--- src/sv/bgs_pkg.sv ---
`timescale 1ns / 1ps
// ----------------------------------------------------------------------------
// bgs_pkg
// Shared types and constants of the bilinear grid sampler.
// ----------------------------------------------------------------------------
package bgs_pkg;

    localparam int VAL_W         = 32;
    localparam int POS_W         = 22;
    localparam int IDX_W         = 6;
    localparam int IN_TDATA_W    = 88;
    localparam int OUT_TDATA_W   = 32;

    localparam int DEF_GRID_ROWS = 64;
    localparam int DEF_GRID_COLS = 64;
    localparam int DEF_FRAC_BITS = 16;

    // Field offsets inside the slave-side tdata word.
    localparam int ROW_LSB   = 0;
    localparam int COL_LSB   = ROW_LSB + IDX_W;
    localparam int VAL_LSB   = COL_LSB + IDX_W;
    localparam int POSX_LSB  = VAL_LSB + VAL_W;
    localparam int POSY_LSB  = POSX_LSB + POS_W;

    // Request kinds carried in tuser.
    localparam logic REQ_WRITE  = 1'b0;
    localparam logic REQ_SAMPLE = 1'b1;

    typedef enum logic [2:0] {
        S_IDLE,
        S_RD0,
        S_RD1,
        S_MUL1,
        S_MUL2,
        S_ADD2,
        S_MUL3,
        S_FIN
    } t_state;

endpackage

--- src/sv/bgs_blend.sv ---
`timescale 1ns / 1ps
// ----------------------------------------------------------------------------
// bgs_blend
// Two-point blend unit: registered products a*(S-f) and b*f, followed by the
// sum, rounding to nearest (ties upward) and the scale-down by S.
// ----------------------------------------------------------------------------
module bgs_blend
    import bgs_pkg::*;
#(
    parameter int FRAC_BITS = DEF_FRAC_BITS
) (
    input  logic                   i_clk,
    input  logic                   i_en,
    input  logic signed [VAL_W-1:0] i_a,
    input  logic signed [VAL_W-1:0] i_b,
    input  logic [FRAC_BITS-1:0]   i_f,
    output logic signed [VAL_W+2:0] o_value
);

    localparam int PROD_W = VAL_W + FRAC_BITS + 2;
    localparam int ACC_W  = PROD_W + 1;

    logic [FRAC_BITS:0]         w_wa;
    logic [FRAC_BITS:0]         w_wb;
    logic signed [PROD_W-1:0]   r_pa;
    logic signed [PROD_W-1:0]   r_pb;
    logic signed [ACC_W-1:0]    w_acc;

    assign w_wa = {1'b1, {FRAC_BITS{1'b0}}} - {1'b0, i_f};
    assign w_wb = {1'b0, i_f};

    always_ff @(posedge i_clk) begin
        if (i_en) begin
            r_pa <= i_a * $signed({1'b0, w_wa});
            r_pb <= i_b * $signed({1'b0, w_wb});
        end
    end

    assign w_acc = ACC_W'(r_pa) + ACC_W'(r_pb)
                 + $signed({{(ACC_W-FRAC_BITS){1'b0}}, 1'b1, {(FRAC_BITS-1){1'b0}}});

    // Taking the upper bits of a signed value is a floor division by S.
    assign o_value = w_acc[ACC_W-1:FRAC_BITS];

endmodule

--- config.mk ---
export PLATFORM = sky130hd
export DESIGN_NAME = bgs_blend
export DESIGN_NICKNAME = d
export VERILOG_FILES = /design/src/sv/bgs_pkg.sv /design/src/sv/bgs_blend.sv
export SDC_FILE = /design/constraint.sdc
export NUM_CORES = 2
export LEC_CHECK = 0
export BUFFER_PORTS_ARGS = -buffer_cell sky130_fd_sc_hd__buf_4
export CAP_MARGIN = 20
export CORE_MARGIN = 2
export CORE_UTILIZATION = 60
export CTS_CLUSTER_SIZE = 20
export DETAILED_ROUTE_END_ITERATION = 10
export PLACE_DENSITY = 0.87
export SYNTH_ARGS = -nofsm -noshare
export SYNTH_HDL_FRONTEND = slang
export SYNTH_SLANG_ARGS = --single-unit
--- constraint.sdc ---
create_clock -name i_clk -period 10 [get_ports i_clk]
set_input_delay 2 -clock i_clk [delete_from_list [all_inputs] [get_ports i_clk]]
set_output_delay 2 -clock i_clk [all_outputs]
set_load 0.02 [all_outputs]
* After elaboration in Yosys (flattened, before gate mapping)
Index checks and enable logic that the tools add are counted.
Widths: inputs -> output; s select.
** Word-level totals
- Output and inout port bits :: 35
- Flip-flop bits (word level) :: 99
- Input port bits :: 82
- Word-level logic and storage cells :: 7
** Operators by class
- Add/subtract/negate cells :: 3
- $mul :: 2
** Operators with widths (count)
- $add 50x49->51 :: 1
- $add 51x17->51 const B :: 1
- $mul 32x18->50 :: 1
- $mul 32x17->49 :: 1
- $sub 17x16->17 const A :: 1

* Logic depth before layout (Yosys ltp)
- Depth in word-level cells :: 2
- Mapped depth :: 32

* Least setup slack after synthesis
No wires, ideal clock.
- Kind :: input to register
- Start :: input i_f[3]
- End :: register r_pa[43] (data pin)
- Data arrival time :: 9.307 ns
- Library setup time :: 0.262 ns
- Path slack :: 0.432 ns
- Data required time :: 9.738 ns
- Stages on the path :: 28
- Path through :: clkbuf_1 or2_1 or4_1 nor4_1 nor2b_1 xnor2_1 clkbuf_1 nand2_1 fa_1 inv_1 fa_1 fa_1 fa_1 fa_1 inv_1 fa_1 inv_1 ha_1 a21oi_1 o21bai_1 a2111oi_1 nor3_1 nor4_1 o2bb2ai_1 o21ai_2 a221oi_2 o21ai_1 xor2_1
** On the way
- Word-level cells in the longest chain between the ends :: 2
** RTL lines
- start: declaration :: line bgs_blend.sv:16 : input logic [FRAC_BITS-1:0] i_f,
- $sub 17x16->17 :: line bgs_blend.sv:29 : assign w_wa = {1'b1, {FRAC_BITS{1'b0}}} - {1'b0, i_f};
- $mul 32x18->50 :: line bgs_blend.sv:34 : r_pa <= i_a * $signed({1'b0, w_wa});
- end signal: assignment :: line bgs_blend.sv:34
- end: declaration :: line bgs_blend.sv:25 : logic signed [PROD_W-1:0] r_pa;
No other way between the ends.
A chain may end at the register's enable or synchronous reset.

* Worst setup path in the final report
- Start :: input i_f[2]
- End :: register r_pa[38] (data pin)
Same word-level chain as after synthesis.

==> out/metrics.cfg <==
[status]
status=finished clean

[timing]
max_slew.worst_pin.slew_ps=786
slew_violations=0
max_slew_margin_pct=47.2
setup_viol=0
max_freq_ghz=0.103
finalHoldViolCount=0
setup_ws_ps=301
min_period_ps=9700
fin_crit_sh_pct=97.0

[yosys]
yosysMostFrequentCell=inv_1
syn-num-nets=6023
yosysTopAreaCell=fa_1
synth_common_cells=1151 x inv_1, 1010 x fa_1, 678 x nand2_1
netlist_instances=4598
synth_top_area_share_pct=47.7
synth_area_leaders=fa_1 48%, inv_1 10%, ha_1 9.8%, edfxtp_1 7.0%, and2_1 6.6%
synth_top_flop_cell=edfxtp_1
async_flop_share_pct=0
ys_ff_latch=99
synthesis.area_mm2=0.0424
ys_warn_count=0
ys_types=75
ys_seq_area_share_pct=7.01
syn_area_per_cell_um2=9.22
synth_edf_count=99

[grt]
grt_max_degree=60
grt_pass1_wl_um=170000
grt_pass1_vias=34800
groute.usage.overall_pct=29.3
grt_antenna_before_repair=2
overflow=0

[die]
initial_core_util_pct=60.6
num_rows=97
io-pin-count=117
die_h_um=270
dieWidth_um=270
core_region_area_mm2=0.0700
dieArea_mm2=0.0728

[cts]
cts_root_buffer=clkbuf_16
h-tree-depth=3
cts_made_buffers=9
path_clk_slew_ps=70
cts_sinks=99
cts.path.max_buffers=2
tritoncts=built

[finish]
fin_nets=6019
drive_above_1_share_pct=5.11
syn_to_final_growth_pct=5.31

[route]
post_drt_via_cell_ratio=5.66
ant_nets=0
drtIter0Drc=2199
drt-total-wl_um=102000
post_drt_wl_per_cell_um=18.3
route.detailed.drc=0
firstDrtPassIters=6
dr_total_vias=31400

[setup_path]
cp_max_fo=16
path_class=input pin to flip-flop
required_ps=10120
slowest_stage=fa_1
arrival_ps=9810
endpoint_kind=flip-flop
cp-start-kind=input pin
cpPeakStageDelay_ps=560
cp_common_cell=fa_1

[place]
pre_cts_slack_ps=-220
gp_congestion=0.938
numPortBuffers=116
hpwl_um=83600

[min_path]
hp-start=i_a[0]
min_to=r_pa[0]
min_path_cells=2
hold_class=input pin to flip-flop

[flow_run]
maxCapViolCount=0

-- registers in the layout (all words and copies together), names as in the netlist --
register / cells
r_pb: 49
r_pa: 50
-- worst max-delay path by stage --
stage / start / end / slack (ps)
after floorplan: i_f[3] / r_pa[43] / 430
after detailed placement: i_f[2] / r_pa[49] / -220
final: i_f[2] / r_pa[38] / 300
after global placement: i_f[2] / r_pa[49] / -50
after global routing: i_f[2] / r_pa[49] / -20
after CTS: i_f[2] / r_pa[49] / 140
-- stage by stage --
stage               cell area, um^2  utilization, %  TNS [ps]  hold slack, ps  std cells
floorplan                     42400               -         0            2110       4598
global placement              44300            63.2     -67.6            2440       5519
detailed placement            44300            63.2      -514            2450       5519
CTS                           44500            63.6         0            2070       5535
global route                  44700            63.8     -16.2            2110       5540
finish                        44700            63.8         0            2090       5541
-- layout make-up --
class | instances | area [um^2]
Fill cell | 5423 | 25400
Sequential cell | 99 | 2970
Multi-Input combinational cell | 3155 | 34600
Inverter | 1151 | 4320
Clock buffer | 11 | 233
Clock inverter | 5 | 20.0
Antenna cell | 2 | 5.00
Tap cell | 940 | 1180
Timing Repair Buffer | 178 | 1360
-- layer usage --
metal  up-vias  track usage, %  wire length [um]
li1      13500               -                 -
met1     15900            35.1             35800
met2      1451            50.9             51300
met3       483            4.03              7590
met4         0            16.3              6810
met5         -               0                 0
-- layout by cell type (no fill, tap or decap), drive strengths merged, types with 20 or more instances in the layout --
master,synthesis,routed
inv,1151,1151
fa,1010,1010
nand2,678,678
and2,449,449
ha,333,333
buf,9,178
a21oi,106,106
edfxtp,99,99
xnor2,96,96
a21o,69,69
nor2,69,69
o21ai,62,62
xor2,45,45
nand3,26,26
o21a,20,20
-- cell families after synthesis --
| logic type | share of synthesized area [%] |
|---|---|
| AOI/OAI and AO/OA | 5.65 |
| xor gates and xnor gates | 2.91 |
| adders and majority gates | 57.5 |
| buffers and inverters | 11.9 |
| DFF | 7.01 |
| and+or+nand+nor | 15.0 |
-- worst max-delay path: cells and delay by family --
kind / cells / cell delay [ps]
fa+ha+maj: 7 / 3420
compound gates: 4 / 960
simple gates: 9 / 2070
xor+xnor: 2 / 420
buf+inv: 7 / 910
-- what timing repair did --
item | 4_1_cts | 5_1_grt
endpoints found under the setup margin | 0 | 7
resized for setup | 0 | 16
buffers inserted | 0 | 3
hold endpoints to repair | 0 | 0
hold buffers | 0 | 0
Power is not shown: default switching activity piles up to over one toggle a cycle in this logic, so the estimate is an artifact.
